===== config.mk =====
export PLATFORM = sky130hd
export DESIGN_NAME = line_rasterizer
export DESIGN_NICKNAME = d
export VERILOG_FILES = /design/src/rtl/core/lr_pkg.sv /design/src/rtl/core/line_rasterizer.sv /design/src/rtl/core/lr_front.sv /design/src/rtl/core/lr_queue.sv /design/src/rtl/core/lr_walker.sv
export SDC_FILE = /design/constraint.sdc
export NUM_CORES = 1
export LEC_CHECK = 0
export ABC_AREA = 0
export BUFFER_PORTS_ARGS = -buffer_cell sky130_fd_sc_hd__buf_2
export CAP_MARGIN = 20
export CELL_PAD_IN_SITES_DETAIL_PLACEMENT = 0
export CELL_PAD_IN_SITES_GLOBAL_PLACEMENT = 1
export CORE_ASPECT_RATIO = 0.5
export CORE_MARGIN = 2
export CORE_UTILIZATION = 34
export CTS_BUF_LIST = sky130_fd_sc_hd__clkbuf_16
export CTS_CLUSTER_DIAMETER = 30
export DETAILED_ROUTE_END_ITERATION = 10
export MAX_ROUTING_LAYER = met4
export PLACE_DENSITY_LB_ADDON = 0.1
export SETUP_SLACK_MARGIN = 0.02
export SLEW_MARGIN = 20
export SYNTH_ARGS = -nofsm -noshare
export SYNTH_HDL_FRONTEND = slang
export SYNTH_SLANG_ARGS = --single-unit

===== constraint.sdc =====
create_clock -name clk_i -period 5.54 [get_ports clk_i]
set_clock_uncertainty 0.15 [all_clocks]
set_input_delay 0.554 -clock clk_i [delete_from_list [all_inputs] [get_ports clk_i]]
set_output_delay 0.554 -clock clk_i [all_outputs]
set_load 0.01 [all_outputs]

===== src/rtl/core/lr_pkg.sv =====
// Shared constants for the line rasterizer.
package lr_pkg;

  // Guard bits of the signed error term beyond the coordinate width.
  localparam int unsigned LrErrGuardBits = 2;

  // Depth of the command queue between the setup stage and the walker.
  localparam int unsigned LrQueueDepth = 2;

endpackage


===== src/rtl/core/line_rasterizer.sv =====
// Top level of the Bresenham line rasterizer.
//
// Input channel: in_valid_i / in_stall_o carries one segment per transaction
// as start and end pixel coordinates. Output channel: pixel_valid_o /
// pixel_stall_i carries one pixel per transaction, start pixel first, and
// last_pixel_o marks the end pixel. A segment gives max(|dx|, |dy|) + 1 pixels.
// A setup stage computes spans, directions and the initial error term and
// places the segment in a two-entry queue. The walker loads a segment from
// the queue and then emits one pixel per cycle while the receiver does not
// stall. With an empty queue, an accepted segment passes the setup register,
// the queue and the walker's segment registers before its first pixel is
// loaded into the output register. The setup stage and queue keep accepting
// segments while the walker is busy, up to three waiting segments.
// When the receiver stalls, the pixel register holds its value and the walk
// pauses; the input side stalls only when the queue and setup stage are full.
// Reset clears all valid flags and the queue; no pixel is pending afterward.
module line_rasterizer #(
  parameter int unsigned COORD_BITS = 6
) (
  input  logic                  clk_i,
  input  logic                  rst_ni,
  input  logic                  in_valid_i,
  output logic                  in_stall_o,
  input  logic [COORD_BITS-1:0] start_x_i,
  input  logic [COORD_BITS-1:0] start_y_i,
  input  logic [COORD_BITS-1:0] end_x_i,
  input  logic [COORD_BITS-1:0] end_y_i,
  output logic                  pixel_valid_o,
  input  logic                  pixel_stall_i,
  output logic [COORD_BITS-1:0] pixel_x_o,
  output logic [COORD_BITS-1:0] pixel_y_o,
  output logic                  last_pixel_o
);
  import lr_pkg::*;

  localparam int unsigned CmdW = 6 * COORD_BITS + (COORD_BITS + LrErrGuardBits) + 2;

  logic            f_valid;
  logic            f_stall;
  logic [CmdW-1:0] f_cmd;
  logic            q_valid;
  logic            q_pop;
  logic [CmdW-1:0] q_cmd;
  logic            walk_busy;

  lr_front #(
    .COORD_BITS(COORD_BITS),
    .CMD_W     (CmdW)
  ) u_front (
    .clk_i      (clk_i),
    .rst_ni     (rst_ni),
    .in_valid_i (in_valid_i),
    .in_stall_o (in_stall_o),
    .start_x_i  (start_x_i),
    .start_y_i  (start_y_i),
    .end_x_i    (end_x_i),
    .end_y_i    (end_y_i),
    .cmd_valid_o(f_valid),
    .cmd_stall_i(f_stall),
    .cmd_o      (f_cmd)
  );

  lr_queue #(
    .DATA_W(CmdW)
  ) u_queue (
    .clk_i       (clk_i),
    .rst_ni      (rst_ni),
    .push_valid_i(f_valid),
    .push_stall_o(f_stall),
    .push_data_i (f_cmd),
    .pop_valid_o (q_valid),
    .pop_i       (q_pop),
    .pop_data_o  (q_cmd)
  );

  lr_walker #(
    .COORD_BITS(COORD_BITS),
    .CMD_W     (CmdW)
  ) u_walker (
    .clk_i        (clk_i),
    .rst_ni       (rst_ni),
    .cmd_valid_i  (q_valid),
    .cmd_pop_o    (q_pop),
    .cmd_i        (q_cmd),
    .busy_o       (walk_busy),
    .pixel_valid_o(pixel_valid_o),
    .pixel_stall_i(pixel_stall_i),
    .pixel_x_o    (pixel_x_o),
    .pixel_y_o    (pixel_y_o),
    .last_pixel_o (last_pixel_o)
  );

  // A walk ends only by loading the end pixel into the output register.
  a_walk_end_is_last: assert property (@(posedge clk_i) disable iff (!rst_ni)
    $fell(walk_busy) |-> (pixel_valid_o && last_pixel_o))
    else $error("walker went idle without emitting the end pixel");

  // The walker never takes a new segment while one is in progress.
  a_no_pop_when_busy: assert property (@(posedge clk_i) disable iff (!rst_ni)
    walk_busy |-> !q_pop)
    else $error("segment popped while the walker was busy");

  // The input side stalls only when the setup stage holds a segment the queue cannot take.
  a_stall_cause: assert property (@(posedge clk_i) disable iff (!rst_ni)
    in_stall_o |-> (f_valid && f_stall && q_valid))
    else $error("input stalled without a full queue");

endmodule


===== src/rtl/core/lr_front.sv =====
// Setup stage: accepts a segment and computes spans, directions and the initial error.
module lr_front #(
  parameter int unsigned COORD_BITS = 6,
  parameter int unsigned CMD_W      = 6 * COORD_BITS + (COORD_BITS + 2) + 2
) (
  input  logic                  clk_i,
  input  logic                  rst_ni,
  input  logic                  in_valid_i,
  output logic                  in_stall_o,
  input  logic [COORD_BITS-1:0] start_x_i,
  input  logic [COORD_BITS-1:0] start_y_i,
  input  logic [COORD_BITS-1:0] end_x_i,
  input  logic [COORD_BITS-1:0] end_y_i,
  output logic                  cmd_valid_o,
  input  logic                  cmd_stall_i,
  output logic [CMD_W-1:0]      cmd_o
);
  import lr_pkg::*;

  localparam int unsigned ErrW = COORD_BITS + LrErrGuardBits;

  logic                   valid_q;
  logic                   accept;
  logic [COORD_BITS-1:0]  dx;
  logic [COORD_BITS-1:0]  dy;
  logic                   sx_neg;
  logic                   sy_neg;
  logic signed [ErrW-1:0] err_init;
  logic [CMD_W-1:0]       cmd_d;
  logic [CMD_W-1:0]       cmd_q;

  assign in_stall_o = valid_q && cmd_stall_i;
  assign accept     = in_valid_i && !in_stall_o;

  always_comb begin
    sx_neg = !(start_x_i < end_x_i);
    sy_neg = !(start_y_i < end_y_i);
    dx     = (end_x_i > start_x_i) ? end_x_i - start_x_i : start_x_i - end_x_i;
    dy     = (end_y_i > start_y_i) ? end_y_i - start_y_i : start_y_i - end_y_i;
    if (dx > dy) begin
      err_init = signed'(ErrW'({1'b0, dx[COORD_BITS-1:1]}));
    end else begin
      err_init = -signed'(ErrW'({1'b0, dy[COORD_BITS-1:1]}));
    end
    cmd_d = {start_x_i, start_y_i, end_x_i, end_y_i, dx, dy, sx_neg, sy_neg,
             ErrW'(err_init)};
  end

  always_ff @(posedge clk_i or negedge rst_ni) begin
    if (!rst_ni) begin
      valid_q <= 1'b0;
    end else if (accept) begin
      valid_q <= 1'b1;
    end else if (!cmd_stall_i) begin
      valid_q <= 1'b0;
    end
  end

  always_ff @(posedge clk_i) begin
    if (accept) begin
      cmd_q <= cmd_d;
    end
  end

  assign cmd_valid_o = valid_q;
  assign cmd_o       = cmd_q;

endmodule


===== src/rtl/core/lr_queue.sv =====
// Small command queue between the setup stage and the pixel walker.
module lr_queue #(
  parameter int unsigned DATA_W = 8
) (
  input  logic              clk_i,
  input  logic              rst_ni,
  input  logic              push_valid_i,
  output logic              push_stall_o,
  input  logic [DATA_W-1:0] push_data_i,
  output logic              pop_valid_o,
  input  logic              pop_i,
  output logic [DATA_W-1:0] pop_data_o
);
  import lr_pkg::*;

  localparam int unsigned PtrW = $clog2(LrQueueDepth);
  localparam int unsigned CntW = $clog2(LrQueueDepth + 1);

  logic [DATA_W-1:0] mem_q [LrQueueDepth];
  logic [PtrW-1:0]   wr_ptr_q;
  logic [PtrW-1:0]   rd_ptr_q;
  logic [CntW-1:0]   count_q;
  logic              push;
  logic              pop;

  assign push_stall_o = (count_q == CntW'(LrQueueDepth));
  assign pop_valid_o  = (count_q != '0);
  assign push         = push_valid_i && !push_stall_o;
  assign pop          = pop_i && pop_valid_o;
  assign pop_data_o   = mem_q[rd_ptr_q];

  always_ff @(posedge clk_i or negedge rst_ni) begin
    if (!rst_ni) begin
      wr_ptr_q <= '0;
      rd_ptr_q <= '0;
      count_q  <= '0;
    end else begin
      if (push) begin
        wr_ptr_q <= (wr_ptr_q == PtrW'(LrQueueDepth - 1)) ? '0 : wr_ptr_q + 1'b1;
      end
      if (pop) begin
        rd_ptr_q <= (rd_ptr_q == PtrW'(LrQueueDepth - 1)) ? '0 : rd_ptr_q + 1'b1;
      end
      if (push && !pop) begin
        count_q <= count_q + 1'b1;
      end else if (pop && !push) begin
        count_q <= count_q - 1'b1;
      end
    end
  end

  always_ff @(posedge clk_i) begin
    if (push) begin
      mem_q[wr_ptr_q] <= push_data_i;
    end
  end

endmodule


===== src/rtl/core/lr_walker.sv =====
// Pixel walker: steps the Bresenham error walk and drives the output register.
module lr_walker #(
  parameter int unsigned COORD_BITS = 6,
  parameter int unsigned CMD_W      = 6 * COORD_BITS + (COORD_BITS + 2) + 2
) (
  input  logic                  clk_i,
  input  logic                  rst_ni,
  input  logic                  cmd_valid_i,
  output logic                  cmd_pop_o,
  input  logic [CMD_W-1:0]      cmd_i,
  output logic                  busy_o,
  output logic                  pixel_valid_o,
  input  logic                  pixel_stall_i,
  output logic [COORD_BITS-1:0] pixel_x_o,
  output logic [COORD_BITS-1:0] pixel_y_o,
  output logic                  last_pixel_o
);
  import lr_pkg::*;

  localparam int unsigned ErrW = COORD_BITS + LrErrGuardBits;

  logic                   busy_q;
  logic [COORD_BITS-1:0]  cur_x_q, cur_y_q, goal_x_q, goal_y_q, span_x_q, span_y_q;
  logic                   sx_neg_q, sy_neg_q;
  logic signed [ErrW-1:0] err_q;
  logic [COORD_BITS-1:0]  c_x, c_y, c_gx, c_gy, c_dx, c_dy;
  logic                   c_sx, c_sy;
  logic [ErrW-1:0]        c_err;
  logic                   out_valid_q;
  logic [COORD_BITS-1:0]  out_x_q, out_y_q;
  logic                   out_last_q;
  logic                   out_ready;
  logic                   emit;
  logic                   done;
  logic signed [ErrW-1:0] dx_s, dy_s, err_d;
  logic                   step_x, step_y;

  assign {c_x, c_y, c_gx, c_gy, c_dx, c_dy, c_sx, c_sy, c_err} = cmd_i;

  assign out_ready = !out_valid_q || !pixel_stall_i;
  assign cmd_pop_o = !busy_q && cmd_valid_i;
  assign emit      = busy_q && out_ready;
  assign done      = (cur_x_q == goal_x_q) && (cur_y_q == goal_y_q);

  always_comb begin
    dx_s   = signed'(ErrW'(span_x_q));
    dy_s   = signed'(ErrW'(span_y_q));
    step_x = (err_q > -dx_s);
    step_y = (err_q < dy_s);
    err_d  = err_q;
    if (step_x) begin
      err_d = err_d - dy_s;
    end
    if (step_y) begin
      err_d = err_d + dx_s;
    end
  end

  always_ff @(posedge clk_i or negedge rst_ni) begin
    if (!rst_ni) begin
      busy_q      <= 1'b0;
      out_valid_q <= 1'b0;
    end else begin
      if (cmd_pop_o) begin
        busy_q <= 1'b1;
      end else if (emit && done) begin
        busy_q <= 1'b0;
      end
      if (emit) begin
        out_valid_q <= 1'b1;
      end else if (!pixel_stall_i) begin
        out_valid_q <= 1'b0;
      end
    end
  end

  always_ff @(posedge clk_i) begin
    if (cmd_pop_o) begin
      cur_x_q  <= c_x;
      cur_y_q  <= c_y;
      goal_x_q <= c_gx;
      goal_y_q <= c_gy;
      span_x_q <= c_dx;
      span_y_q <= c_dy;
      sx_neg_q <= c_sx;
      sy_neg_q <= c_sy;
      err_q    <= signed'(c_err);
    end else if (emit && !done) begin
      err_q <= err_d;
      if (step_x) begin
        cur_x_q <= sx_neg_q ? cur_x_q - 1'b1 : cur_x_q + 1'b1;
      end
      if (step_y) begin
        cur_y_q <= sy_neg_q ? cur_y_q - 1'b1 : cur_y_q + 1'b1;
      end
    end
    if (emit) begin
      out_x_q    <= cur_x_q;
      out_y_q    <= cur_y_q;
      out_last_q <= done;
    end
  end

  assign busy_o        = busy_q;
  assign pixel_valid_o = out_valid_q;
  assign pixel_x_o     = out_x_q;
  assign pixel_y_o     = out_y_q;
  assign last_pixel_o  = out_last_q;

endmodule


==> summary.md <==
| Metric | Value |
|---|---|
| Status | `completed` |
| Largest family of logic cells by synthesized area | `adder cells` |
| Post-route cell area | `11600 sq um` |
| Final period util | `79.7%` |
| PD cells | `between 500 and 600 nW/um^2` |
| Detailed-route via count | `5474` |
| Most common cell after layout, fill and taps aside | `edfxtp_1` |
| Vias in the first global route | `5709` |
| Period minus WS final | `between 4 and 5 ns` |
| WL per Instance | `roughly 18 um` |
| Synthesized Nets | `781` |
| Mean area per synthesized cell | `around 14 sq um` |
| Layout cells sized above 1 | `19.4%` |
| Compound-Gate Fraction of Synth Area | `about 8.4%` |
| Worst vdd ir | `around 0.18 mV` |
| Worst setup SP type | `flip-flop` |
| Starting Density | `34.8%` |
| Critical path endpoint | `u_walker.err_q[7]` |
| R2R Path End | `u_walker.err_q[7]` |
| Worst Path Required | `5.65 ns` |
| Min-delay src | `in_valid_i` |
| Initial antenna violation count | `0` |
| Critical path startpoint | `u_walker.span_x_q[3]` |
| Postcts setup bufs | `0` |
| Area growth from synthesis to final layout | `19.8%` |
| Setup TNS | `0 ns` |
| Final setup viols | `0` |
| Worst-path clk slew | `around 0.05 ns` |
| Inserted Clock Buffers | `37` |
| Iteration-0 DRC Markers | `about 260` |
| Num ports | `between 40 and 50` |
| Total power | `6.31 mW` |
| Mux contribution to synthesized area | `6.06%` |
| Finished Core Util | `41.7%` |
| Seq/Total Area, Yosys | `62.8%` |
| XOR/XNOR share of the synthesized area | `~4.5%` |
| Slew Limit Fails | `0` |
| Placed instance area | `10400 sq um` |
| Final GP Congestion | `a little under 0.8` |
| Rows | `43` |
| Root Buffer | `clkbuf_16` |
| WL final | `21000 um` |
| CTS tree | `built` |
| Final hold vios | `0` |
| DR pass1 iterations | `4` |
| # fillers | `2603` |
| Final WS setup | `1.12 ns` |
| Cell count after synthesis | `~700` |
| Hold_buf cts | `1` |
| R2R cell count | `17` |
| Yosys reg bits | `204` |
| Dpl ws | `between 0.9 and 1 ns` |
| Largest net degree at the start of global routing | `47` |
| Slew margin rel. | `49.2%` |
| Critical Path Max Stage Delay | `around 0.45 ns` |
| CP max stage cell | `edfxtp_1` |
| Hold WC Path Type | `in2reg` |
| First-pass GRT wire length | `~33000 um` |
| Warnings from Yosys | `0` |
| Critical Path Sink Type | `flip-flop` |
| Max-cap violations | `0` |
| Max Fanout on Critical Path | `11` |
| Cell Count, Final, Fillers Out | `roughly 1200` |
| H-Tree Depth | `2` |
| Bufs on Longest Clock Path | `3` |
| Distinct cells, synth | `57` |
| CP Cell Sequence | `nor3_1, nand3_1, xnor2_1, ha_1, nand4_1, a211o_1, a31oi_1, buf_4, mux2_1, ha_1, a211oi_1, nor2_1, o21a_1, o21a_1, o21ai_0, o21ai_0, a31o_1` |
| Die area | `30000 sq um` |
| Placed cell count | `1102` |
| RSZ-0062 raised after global routing | `no` |
| Clk Latency, worst-skew pair | `0.51 ns` |
| Most used DFF post-synth | `edfxtp_1` |
| Clock Sink Count | `204` |
| Total Nets Final | `858` |
| Die X | `243 um` |
| DRC viols | `0` |
| Synth Cell Area | `9700 sq um` |
| Adder-Cell Fraction of Synth Area | `9.65%` |
| Via/cell ratio | `about 4.7` |
| Worst slew pin tran | `0.762 ns` |
| GRT Total Usage | `between 15 and 20%` |
| Resized Gates After CTS | `0` |
| ANT cells | `0` |
| Number of synthesized flops with an enable pin | `roughly 200` |
| ANT nets after route | `0` |
| Pleak | `between 4 and 5 nW` |
| Synth Area in Simple Gates | `between 5 and 6%` |
| CP Class | `reg2reg` |
| Fmax | `226 MHz` |
| Die Y | `123 um` |
| Hpwl dp | `~14000 um` |
| Core area | `27900 sq um` |
| Commonest cells after routing, fill and taps aside | `197 x edfxtp_1, 65 x inv_1, 62 x ha_1` |
| Ys async rst share | `under 10%` |
| Grt total ovfl | `0` |
| Reg2reg setup slack | `1.12 ns` |
| Hold Slack | `~0.10 ns` |
| RR Startpoint | `u_walker.span_x_q[3]` |
| Number of port buffers | `42` |
| WP data arrival | `between 4 and 5 ns` |
routing by layer:
| layer | up-vias | global-route usage, % | share of wire, % |
|---|---|---|---|
| li1 | 2680 | - | - |
| met1 | 2684 | 20.6 | 51 |
| met2 | 76 | 23.1 | 44 |
| met3 | 34 | 3.34 | 3.4 |
| met4 | 0 | 4.95 | 1.9 |
| met5 | - | - | 0 |
kinds of logic after synthesis:
kind of cell / count (synthesis)
buffers and inverters: 80
flip-flops: 204
AO/OA/AOI/OAI: 124
AND/OR/NAND/NOR: 102
adder cells (fa/ha/maj): 70
multiplexers: 54
XOR/XNOR: 49
synth_stat cells (all sizes together), types with 2 or more instances:
cell type,count,area [sq um]
edfxtp,197,5920
inv,63,236
ha,62,776
xnor2,38,340
a21oi,37,196
mux2,35,398
nand2,28,108
nor2,21,78.8
mux2i,19,190
o21ai,19,95.1
a21o,17,128
a211oi,15,113
nor2b,15,93.8
xor2,11,96.3
clkbuf,10,37.5
a31oi,8,50.1
fa,8,160
nand2b,8,50.1
dfrtp,7,175
nand4,7,43.8
o21a,7,52.6
buf,6,33.8
nand3b,5,37.5
nor3,5,25.0
and2,4,25.0
o21bai,4,30.0
or3,3,18.8
a211o,2,17.5
o31a,2,17.5
o31ai,2,15.0
where the power goes:
group          switching, mW  internal [mW]
Sequential             0.211           2.30
Combinational          0.931          0.699
Clock                  0.754           1.41
worst min-delay path by stage:
stage | cells past startpoint | end | slack, ns
2_1_floorplan | 0 | u_front.cmd_valid_o | 0.11
3_3_place_gp | 1 | u_front.cmd_valid_o | 0.25
3_5_place_dp | 1 | u_front.cmd_valid_o | 0.25
4_1_cts | 2 | u_front.cmd_valid_o | 0.08
5_1_grt | 2 | u_front.cmd_valid_o | 0.09
6_report | 2 | u_front.cmd_valid_o | 0.10
registers in the layout, summed over array words and instances (netlist names):
register and count:
u_walker.err_q 8, u_queue.mem_q 92, u_walker.cur_y_q 6, u_walker.pixel_valid_o 1, u_front.cmd_o 46, u_walker.last_pixel_o 1, u_queue.count_q 2, u_queue.wr_ptr_q 1
u_walker.goal_x_q 6, u_walker.busy_o 1, u_walker.span_y_q 6, u_front.cmd_valid_o 1, u_walker.sy_neg_q 1, u_walker.sx_neg_q 1, u_walker.pixel_y_o 6, u_queue.rd_ptr_q 1
u_walker.span_x_q 6, u_walker.cur_x_q 6, u_walker.pixel_x_o 6, u_walker.goal_y_q 6
cell type report:
cell class	count	area (sq um)	area share, %
sequential	204	6090	52.4
multi-input combinational	399	3310	28.5
clock buffer	37	926	7.96
tap	382	478	4.11
timing repair buffer	54	303	2.60
clock inverter	26	272	2.34
inverter	64	240	2.07
critical path, delay by kind of cell (launching register included):
family                   cells  cell delay (ns)
adder cells (fa/ha/maj)      2             0.61
buffers and inverters        1             0.20
multiplexers                 1             0.40
flip-flops                   1             0.45
XOR/XNOR                     1             0.15
AO/OA/AOI/OAI                8             1.56
AND/OR/NAND/NOR              4             0.63
Note: power is estimated with default switching activity, not from simulation.
